`config.mk`:
```
export PLATFORM = sky130hd
export DESIGN_NAME = sprite_table_dma_engine_flat
export DESIGN_NICKNAME = d
export VERILOG_FILES = /design/src/sv/stdma_pkg.sv /design/src/sv/stdma_stream_if.sv /design/src/sv/stdma_bus_check.sv /design/src/sv/sprite_table_dma_engine.sv /design/src/flat_wrapper.sv
export SDC_FILE = /design/constraint.sdc
export NUM_CORES = 1
export LEC_CHECK = 0
export ABC_CLOCK_PERIOD_IN_PS = 3500
export BUFFER_PORTS_ARGS = -buffer_cell sky130_fd_sc_hd__clkbuf_2
export CORE_MARGIN = 3
export CORE_UTILIZATION = 55
export DETAILED_ROUTE_END_ITERATION = 16
export GPL_ROUTABILITY_DRIVEN = 1
export PLACE_DENSITY = 0.87
export SLEW_MARGIN = 5
export SYNTH_ARGS = -nofsm -noshare
export SYNTH_HDL_FRONTEND = slang
export SYNTH_SLANG_ARGS = --single-unit
```
`constraint.sdc`:
```
create_clock -name clk_i -period 3.5 [get_ports clk_i]
set_input_delay 0 -clock clk_i [delete_from_list [all_inputs] [get_ports clk_i]]
set_output_delay 0 -clock clk_i [all_outputs]
set_load 0.01 [all_outputs]
```
`src/sv/stdma_pkg.sv`:
```
package stdma_pkg;

  // Fixed address constants of the sprite table copy.
  localparam logic [15:0] SpriteBase   = 16'hFE00;
  localparam logic [7:0]  SpriteLimit  = 8'hA0;
  localparam logic [15:0] MirrorStart  = 16'hE000;
  localparam logic [15:0] MirrorOffset = 16'h2000;

  // Reset values of the configuration registers.
  localparam logic [2:0]  StartupDelayRst      = 3'd1;
  localparam logic [15:0] ExternalLowEndRst    = 16'h7FFF;
  localparam logic [15:0] ExternalHighStartRst = 16'hA000;
  localparam logic [15:0] ExternalHighEndRst   = 16'hFDFF;
  localparam logic [15:0] VideoStartRst        = 16'h8000;
  localparam logic [15:0] VideoEndRst          = 16'h9FFF;

  // Configuration register indexes.
  typedef enum logic [2:0] {
    CfgStartupDelay      = 3'd0,
    CfgExternalLowEnd    = 3'd1,
    CfgExternalHighStart = 3'd2,
    CfgExternalHighEnd   = 3'd3,
    CfgVideoStart        = 3'd4,
    CfgVideoEnd          = 3'd5
  } cfg_idx_e;

  // One machine cycle request.
  typedef struct packed {
    logic        start_request;
    logic [15:0] start_address;
    logic [15:0] cpu_address;
  } in_t;

  // One machine cycle result.
  typedef struct packed {
    logic        copy_valid;
    logic [15:0] copy_source;
    logic [15:0] copy_destination;
    logic        engine_active;
    logic        bus_conflict;
    logic [15:0] cpu_read_address;
  } out_t;

  // Configuration write request.
  typedef struct packed {
    logic [2:0]  index;
    logic [15:0] data;
  } cfg_req_t;

  // Bus range bounds handed to the range decoders.
  typedef struct packed {
    logic [15:0] external_low_end;
    logic [15:0] external_high_start;
    logic [15:0] external_high_end;
    logic [15:0] video_start;
    logic [15:0] video_end;
  } bus_cfg_t;

  // Bus membership of one address.
  typedef struct packed {
    logic on_external;
    logic on_video;
  } bus_hit_t;

endpackage

```
`src/sv/stdma_stream_if.sv`:
```
interface stdma_stream_if #(
  parameter type T = logic
) ();
  logic valid;
  logic ready;
  T     data;

  modport source (output valid, output data, input ready);
  modport sink (input valid, input data, output ready);
endinterface

```
`src/sv/stdma_bus_check.sv`:
```
module stdma_bus_check (
  input  stdma_pkg::bus_cfg_t bus_cfg_i,
  input  logic [15:0]         addr_i,
  output stdma_pkg::bus_hit_t hit_o
);
  import stdma_pkg::*;

  // Range compares exactly as written; an inverted range matches nothing.
  always_comb begin
    hit_o.on_external = (addr_i <= bus_cfg_i.external_low_end) ||
                        ((bus_cfg_i.external_high_start <= addr_i) &&
                         (addr_i <= bus_cfg_i.external_high_end));
    hit_o.on_video    = (bus_cfg_i.video_start <= addr_i) &&
                        (addr_i <= bus_cfg_i.video_end);
  end

endmodule

```
`src/sv/sprite_table_dma_engine.sv`:
```
// Sprite table DMA engine. Each request is one machine cycle: it may start a
// copy and carries a CPU address that is checked against the DMA source for
// a shared bus. One request is taken every clock unless the result side
// stalls; its result passes an input register and a result register, and the
// input register can take a new request while an earlier result waits to be
// taken. Configuration writes are always ready and take effect at once; they
// should only be issued while no request is in flight.
module sprite_table_dma_engine (
  input  logic                  clk_i,
  input  logic                  rst_ni,
  stdma_stream_if.sink          req_i,
  stdma_stream_if.source        rsp_o,
  stdma_stream_if.sink          cfg_i
);
  import stdma_pkg::*;

  // Configuration registers.
  logic [2:0] startup_delay_q;
  bus_cfg_t   bus_cfg_q;

  assign cfg_i.ready = 1'b1;

  always_ff @(posedge clk_i or negedge rst_ni) begin
    if (!rst_ni) begin
      startup_delay_q               <= StartupDelayRst;
      bus_cfg_q.external_low_end    <= ExternalLowEndRst;
      bus_cfg_q.external_high_start <= ExternalHighStartRst;
      bus_cfg_q.external_high_end   <= ExternalHighEndRst;
      bus_cfg_q.video_start         <= VideoStartRst;
      bus_cfg_q.video_end           <= VideoEndRst;
    end else if (cfg_i.valid) begin
      unique case (cfg_idx_e'(cfg_i.data.index))
        CfgStartupDelay:      startup_delay_q <= cfg_i.data.data[2:0];
        CfgExternalLowEnd:    bus_cfg_q.external_low_end <= cfg_i.data.data;
        CfgExternalHighStart: bus_cfg_q.external_high_start <= cfg_i.data.data;
        CfgExternalHighEnd:   bus_cfg_q.external_high_end <= cfg_i.data.data;
        CfgVideoStart:        bus_cfg_q.video_start <= cfg_i.data.data;
        CfgVideoEnd:          bus_cfg_q.video_end <= cfg_i.data.data;
        default: ;
      endcase
    end
  end

  // Pipeline handshake: input register feeds the result register.
  logic in_valid_q;
  in_t  in_q;
  logic out_valid_q;
  out_t out_q;
  logic out_free;
  logic step;

  assign out_free    = !out_valid_q || rsp_o.ready;
  assign step        = in_valid_q && out_free;
  assign req_i.ready = !in_valid_q || out_free;

  always_ff @(posedge clk_i or negedge rst_ni) begin
    if (!rst_ni) begin
      in_valid_q <= 1'b0;
    end else if (req_i.ready) begin
      in_valid_q <= req_i.valid;
    end
  end

  always_ff @(posedge clk_i) begin
    if (req_i.ready && req_i.valid) begin
      in_q <= req_i.data;
    end
  end

  // Engine state.
  logic        copy_running_q, copy_running_d;
  logic        start_pending_q, start_pending_d;
  logic [15:0] source_pointer_q, source_pointer_d;
  logic [15:0] pending_address_q, pending_address_d;
  logic [2:0]  startup_count_q, startup_count_d;

  // Bus decode of the CPU address and the DMA source.
  bus_hit_t cpu_hit;
  bus_hit_t src_hit;

  stdma_bus_check u_cpu_check (
    .bus_cfg_i (bus_cfg_q),
    .addr_i    (in_q.cpu_address),
    .hit_o     (cpu_hit)
  );

  stdma_bus_check u_src_check (
    .bus_cfg_i (bus_cfg_q),
    .addr_i    (source_pointer_q),
    .hit_o     (src_hit)
  );

  // One machine cycle: sample conflict, latch a request, copy, count down.
  logic        conflict;
  logic [15:0] pointer_inc;
  out_t        result;

  always_comb begin
    conflict = copy_running_q &&
               ((cpu_hit.on_external && src_hit.on_external) ||
                (cpu_hit.on_video && src_hit.on_video));
    pointer_inc = source_pointer_q + 16'd1;

    result.engine_active    = copy_running_q;
    result.bus_conflict     = conflict;
    result.cpu_read_address = conflict ? source_pointer_q : in_q.cpu_address;
    result.copy_valid       = copy_running_q;
    result.copy_source      = copy_running_q ? source_pointer_q : 16'd0;
    result.copy_destination = copy_running_q ?
                              (SpriteBase | {8'd0, source_pointer_q[7:0]}) : 16'd0;

    start_pending_d   = start_pending_q;
    pending_address_d = pending_address_q;
    startup_count_d   = startup_count_q;
    copy_running_d    = copy_running_q;
    source_pointer_d  = source_pointer_q;

    if (in_q.start_request) begin
      start_pending_d   = 1'b1;
      pending_address_d = in_q.start_address;
      startup_count_d   = startup_delay_q;
    end

    if (copy_running_q) begin
      source_pointer_d = pointer_inc;
      if (pointer_inc[7:0] >= SpriteLimit) begin
        copy_running_d = 1'b0;
      end
    end

    if (start_pending_d) begin
      if (startup_count_d == 3'd0) begin
        start_pending_d  = 1'b0;
        copy_running_d   = 1'b1;
        source_pointer_d = (pending_address_d >= MirrorStart) ?
                           (pending_address_d - MirrorOffset) : pending_address_d;
      end else begin
        startup_count_d = startup_count_d - 3'd1;
      end
    end
  end

  always_ff @(posedge clk_i or negedge rst_ni) begin
    if (!rst_ni) begin
      copy_running_q    <= 1'b0;
      start_pending_q   <= 1'b0;
      source_pointer_q  <= 16'd0;
      pending_address_q <= 16'd0;
      startup_count_q   <= 3'd0;
    end else if (step) begin
      copy_running_q    <= copy_running_d;
      start_pending_q   <= start_pending_d;
      source_pointer_q  <= source_pointer_d;
      pending_address_q <= pending_address_d;
      startup_count_q   <= startup_count_d;
    end
  end

  // Result register.
  always_ff @(posedge clk_i or negedge rst_ni) begin
    if (!rst_ni) begin
      out_valid_q <= 1'b0;
    end else if (out_free) begin
      out_valid_q <= in_valid_q;
    end
  end

  always_ff @(posedge clk_i) begin
    if (step) begin
      out_q <= result;
    end
  end

  assign rsp_o.valid = out_valid_q;
  assign rsp_o.data  = out_q;

endmodule

```
`src/flat_wrapper.sv`:
```
// flat-port wrapper written by rule: the top's interface ports become plain ports
module sprite_table_dma_engine_flat import stdma_pkg::*;
  (clk_i, rst_ni, req_i_valid, req_i_data, req_i_ready, rsp_o_valid, rsp_o_data, rsp_o_ready, cfg_i_valid, cfg_i_data, cfg_i_ready);
  stdma_stream_if #(.T(in_t)) req_i_i ();
  stdma_stream_if #(.T(out_t)) rsp_o_i ();
  stdma_stream_if #(.T(cfg_req_t)) cfg_i_i ();
  input  logic clk_i;
  input  logic rst_ni;
  input wire logic [$bits(req_i_i.valid)-1:0] req_i_valid;
  input wire logic [$bits(req_i_i.data)-1:0] req_i_data;
  output wire logic [$bits(req_i_i.ready)-1:0] req_i_ready;
  output wire logic [$bits(rsp_o_i.valid)-1:0] rsp_o_valid;
  output wire logic [$bits(rsp_o_i.data)-1:0] rsp_o_data;
  input wire logic [$bits(rsp_o_i.ready)-1:0] rsp_o_ready;
  input wire logic [$bits(cfg_i_i.valid)-1:0] cfg_i_valid;
  input wire logic [$bits(cfg_i_i.data)-1:0] cfg_i_data;
  output wire logic [$bits(cfg_i_i.ready)-1:0] cfg_i_ready;
  assign req_i_i.valid = req_i_valid;
  assign req_i_i.data = req_i_data;
  assign req_i_ready = req_i_i.ready;
  assign rsp_o_valid = rsp_o_i.valid;
  assign rsp_o_data = rsp_o_i.data;
  assign rsp_o_i.ready = rsp_o_ready;
  assign cfg_i_i.valid = cfg_i_valid;
  assign cfg_i_i.data = cfg_i_data;
  assign cfg_i_ready = cfg_i_i.ready;
  sprite_table_dma_engine u_core (.clk_i(clk_i), .rst_ni(rst_ni), .req_i(req_i_i), .rsp_o(rsp_o_i), .cfg_i(cfg_i_i));
endmodule
```
[Word-level counts from Yosys, hierarchy flattened]
Index checks and enable logic that the tools add are counted.
W data, S select, Z words.
Word-level totals
  register bits: 205
  input port bits: 57
  output and inout port bits: 54
  word-level logic and storage cells: 83
Cells by class
  reductions and logical operators: 24
  mux-type cells: 17
  order comparisons: 12
  equality and inequality tests: 5
  $add $sub $neg: 3
Operators by type and width (number)
  $le A16 B16 Y1: 10
  $mux W16: 7
  $add A16 B1 Y16 const B: 1
  $ge A16 B16 Y1 const B: 1
  $sub A16 B14 Y16 const B: 1
  $reduce_and A2 Y1: 6
  $logic_and A1 B1 Y1: 9
  $mux W3: 3
  $ge A8 B8 Y1 const B: 1
  $mux W1: 7
  $eq A3 B2 Y1 const B: 2
  $eq A3 B3 Y1 const B: 2
  $logic_not A3 Y1: 2
  $logic_or A1 B1 Y1: 5
  $eq A3 B1 Y1 const B: 1
  $sub A3 B1 Y3 const B: 1
  $logic_not A1 Y1: 2

[Logic depth before layout (Yosys ltp)]
  word-level depth: 7
  depth in mapped cells: 12
  gate-level depth less buffers: 9

[By module]
From an unflattened synthesis, not the netlist that was laid out.
Second synthesis, totals
  cells, all modules: 1065
  area, all modules: 11861.4 sq um
Modules (own cells, without submodules)
  sprite_table_dma_engine: area an instance 8030.2 sq um, sequential area each 5124.9 sq um, cells an instance 545, times used 1
  stdma_bus_check: area an instance 1915.6 sq um, sequential area each 0.0 sq um, cells an instance 260, times used 2

[Worst setup path before layout]
OpenSTA, ideal clock, no wires.
  kind: register -> register
  start point: register u_core.source_pointer_q[5]
  end point: register u_core.out_q (netlist bit u_core.rsp_o.data[10]), data pin
  buffers on the path: 3
  setup slack: 0.433 ns
  data arrival time: 2.794 ns
  data required time: 3.226 ns
  stages on the path, launching flop included: 13
  library setup time: 0.274 ns
  period minus slack after synthesis: 3.067 ns
  path through: dfrtp_1 > clkbuf_1 > inv_1 > ha_1 > a21o_1 > a21o_1 > a221o_1 > a221o_1 > a22oi_2 > and2_0 > buf_2 > buf_6 > o311ai_2
RTL lines
  start, declared: line sprite_table_dma_engine.sv:73  | logic [15:0] source_pointer_q, source_pointer_d;
  start signal, assigned: line sprite_table_dma_engine.sv:153  | source_pointer_q <= source_pointer_d;
  end signal, assigned: line sprite_table_dma_engine.sv:170  | out_q <= result;
  end, declared: line sprite_table_dma_engine.sv:48  | out_t out_q;

==> flow_summary.yaml <==
outcome:
  outcome: "finished, final reports clean"
sta:
  fmax_mhz: 305
  worst_slew_pin_slew_ps: 1080
  slew_headroom_pct: 27.7
  fin_skew_ps: 11.0
  setup_violations: 0
  slew_viol_final: 0
  post-route-period-util_pct: 93.6
  fin_setup_tns_ps: 0
  fin_ws_ps: 225
  fin_crit_ps: 3270
  holdWs_ps: 70.9
  hold_viol_final: 0
  grt_setup_unrepaired: "no"
drt:
  vias_per_cell: 6.27
  wl_per_cell_um: 21.2
  wirelength_um: 31900
  ant_nets: 0
  firstDrtPassIters: 5
  drtIter0Drc: 847
  routed-via-count: 9436
  remaining_drc_errors: 0
yosys:
  yosys.area.top_type_share_pct: 17.6
  async_reset_ff_share_pct: 64.6
  ys_warn_count: 0
  synth_area_um2: 11700
  synth_area_per_cell_um2: 10.9
  ys_seq_elements: 189
  synthMostInstantiatedCell: "ha_1"
  synth_common_cells: "165 x ha_1, 92 x inv_1, 79 x a21oi_1"
  syn_nets: 1297
  synth_cell_type_count: 65
  synth_area_leaders: "ha_1 18%, edfxtp_1 17%, dfrtp_1 16%, dfstp_2 11%, mux2_2 7.5%"
  yosysSeqAreaShare_pct: 43.7
  synth_edf_count: 67
  yosysTopAreaCell: "ha_1"
  syn_inst: 1075
  synth_ff_type: "dfrtp_1"
worst_setup_path:
  cpMaxStageDelayCell: "edfxtp_1"
  reg2reg_from: "u_core.in_q[8]"
  crit_required_ps: 3700
  worstPathCellList: "inv_1 -> ha_1 -> nand4_1 -> or4_1 -> o221a_2 -> o22a_1 -> o22a_4 -> o311ai_0"
  start_kind: "flop"
  cpPeakStageDelay_ps: 560
  critPathCaptureType: "flop"
  r2r-end: "u_core.rsp_o.data[2]"
  critPathMaxFanout: 17
  worstPathArrival_ps: 3480
  reg2reg_depth: 8
  r2r_slack_ps: 230
  setup.worst_path.class: "flop to flop"
placement:
  dp_worst_setup_slack_ps: 203
  place.gp.congestion: 0.943
  dp_hpwl_um: 24300
  io_buffer_count: 108
floorplan:
  rows: 52
  die_x_um: 152
  fp.dieArea_um2: 23100
  die_height_um: 152
  ios: 111
  core_um2: 20600
  initial_core_util_pct: 56.9
clocking:
  numCtsBuffers: 17
  clock_sinks: 189
  clk_pin_slew_ps: 80
  cts_root_buffer: "clkbuf_16"
  clock_latency_ps: 450
  post_cts_buffers: 0
  clockBufferDepth: 2
  cts_tree: "built"
  htreeDepth: 4
  cts_resized: 0
run:
  drv_cap: 0
global_routing:
  busiest_layer: "met2"
  grt_pass1_vias: 9435
  gr-usage-met2_pct: 45.7
  met1_usage_pct: 36.6
  antenna_found_initial: 0
  grt_max_degree: 66
  globalRoute.totalOverflow: 0
  grt.total_usage_pct: 27.5
  grt_pass1_wl_um: 50900
  met3_usage_pct: 5.23
power_and_ir_drop:
  powerDensity_nw_per_um2: 727
  total_leakage_power_uw: 0.00611
  ir_drop_mv: 0.404
final_layout:
  layout-drive-gt1-share_pct: 24.9
  nFillCells: 1499
  insertedDiodeCount: 0
  syn2layout_area_growth_pct: 16.2
  multi_input_area_um2: 5980
  seqCellArea_um2: 5120
  layout.nets: 1444
hold_path:
  hold_depth: 3
  hp-start: "cfg_i_data[17]"
  hold_path_class: "primary input to flop"
  holdPathEnd: "u_core.startup_delay_q[1]"
-- worst max-delay path by stage --
stage | startpoint | end | slack [ps] | cells past startpoint
after floorplan | u_core.source_pointer_q[5] | u_core.rsp_o.data[10] | 430 | 12
after global placement | u_core.in_q[8] | u_core.rsp_o.data[1] | 410 | 8
after detailed placement | u_core.in_q[10] | u_core.rsp_o.data[0] | 200 | 8
after CTS | u_core.in_q[10] | u_core.rsp_o.data[2] | 260 | 8
after global routing | u_core.in_q[10] | u_core.rsp_o.data[0] | 120 | 8
final | u_core.in_q[8] | u_core.rsp_o.data[2] | 230 | 8
-- layout make-up --
class	instances	area share, %
clock inverter	14	1.05
tap	270	2.48
multi-input combinational	738	43.9
timing repair buffer	184	9.23
inverter	92	2.53
clock buffer	18	3.30
sequential	189	37.6
-- what timing repair did --
item                       4_1_cts  5_1_grt
hold buffers                    53        0
hold endpoints to repair       162        0
setup endpoints to repair        0        0
-- per-layer routing --
layer	wire, µm	up-vias
li1	-	4308
met1	13100	4582
met2	15300	482
met3	2560	64
met4	864	0
met5	0	-
-- cell usage in the layout, fill, tap and decap left out, types with 4 or more instances in the layout --
master / instances
nor3_1: 7
nand3_1: 21
o211ai_1: 6
nand2b_1: 4
clkbuf_2: 107
dlygate4sd3_1: 53
o221ai_1: 16
nand4_1: 33
inv_6: 5
buf_4: 23
o21ai_0: 60
a21oi_1: 79
o21bai_1: 4
dfstp_2: 48
a21o_1: 21
mux2_2: 78
ha_1: 165
inv_8: 4
nor2_1: 42
nor2b_1: 5
o311ai_1: 4
nand2_1: 72
clkbuf_16: 18
o311ai_2: 9
dfrtp_1: 74
inv_1: 91
mux2i_1: 15
o22ai_1: 5
edfxtp_1: 67
a221o_1: 7
o21a_1: 5
a32oi_1: 16
-- metrics by stage --
stage / instance area [µm²] / util (%) / cells / power (µW)
6_report: 13600 / 66.1 / 1505 / 9920
5_1_grt: 13600 / 66.1 / 1505 / 10500
4_1_cts: 13600 / 66.1 / 1505 / 9830
3_5_place_dp: 12500 / 60.7 / 1420 / 7790
3_3_place_gp: 12500 / 60.7 / 1420 / 7540
2_1_floorplan: 11700 / - / 1075 / 6390
-- power by group --
| part | leakage, µW | internal, µW | total, µW | switching (µW) |
|---|---|---|---|---|
| clock network | 0.000299 | 1050 | 1980 | 933 |
| registers | 0.00204 | 3000 | 3510 | 507 |
| logic | 0.00377 | 1790 | 4420 | 2630 |
| total | 0.00611 | 5850 | 9920 | 4070 |
-- state kept, by name (all words and copies together), names as in the netlist, 3 cells and up --
signal and flops:
u_core.bus_cfg_q 80, u_core.in_q 33, u_core.pending_address_q 16, u_core.rsp_o.data 34
u_core.source_pointer_q 16, u_core.startup_count_q 3, u_core.startup_delay_q 3
-- worst max-delay path, delay by kind of cell, from the launching register on --
kind                       cells  cell delay (ps)
AOI/OAI and AO/OA              4             1290
adders and majority gates      1              330
buffers and inverters          1              170
DFF                            1              560
and+or+nand+nor                2              680
-- cell families (layout without fill, tap and decap cells) --
logic type / count (synthesis) / after routing / synth area share (%)
AOI/OAI and AO/OA: 271 / 271 / 15.9
xor gates and xnor gates: 1 / 1 / 0.0746
adders and majority gates: 165 / 165 / 17.6
buffers and inverters: 148 / 308 / 5.52
DFF: 189 / 189 / 43.7
muxes: 93 / 93 / 8.76
other: 2 / 2 / 0.0640
and+or+nand+nor: 206 / 206 / 8.40
Note: power is estimated with default switching activity, not from simulation.
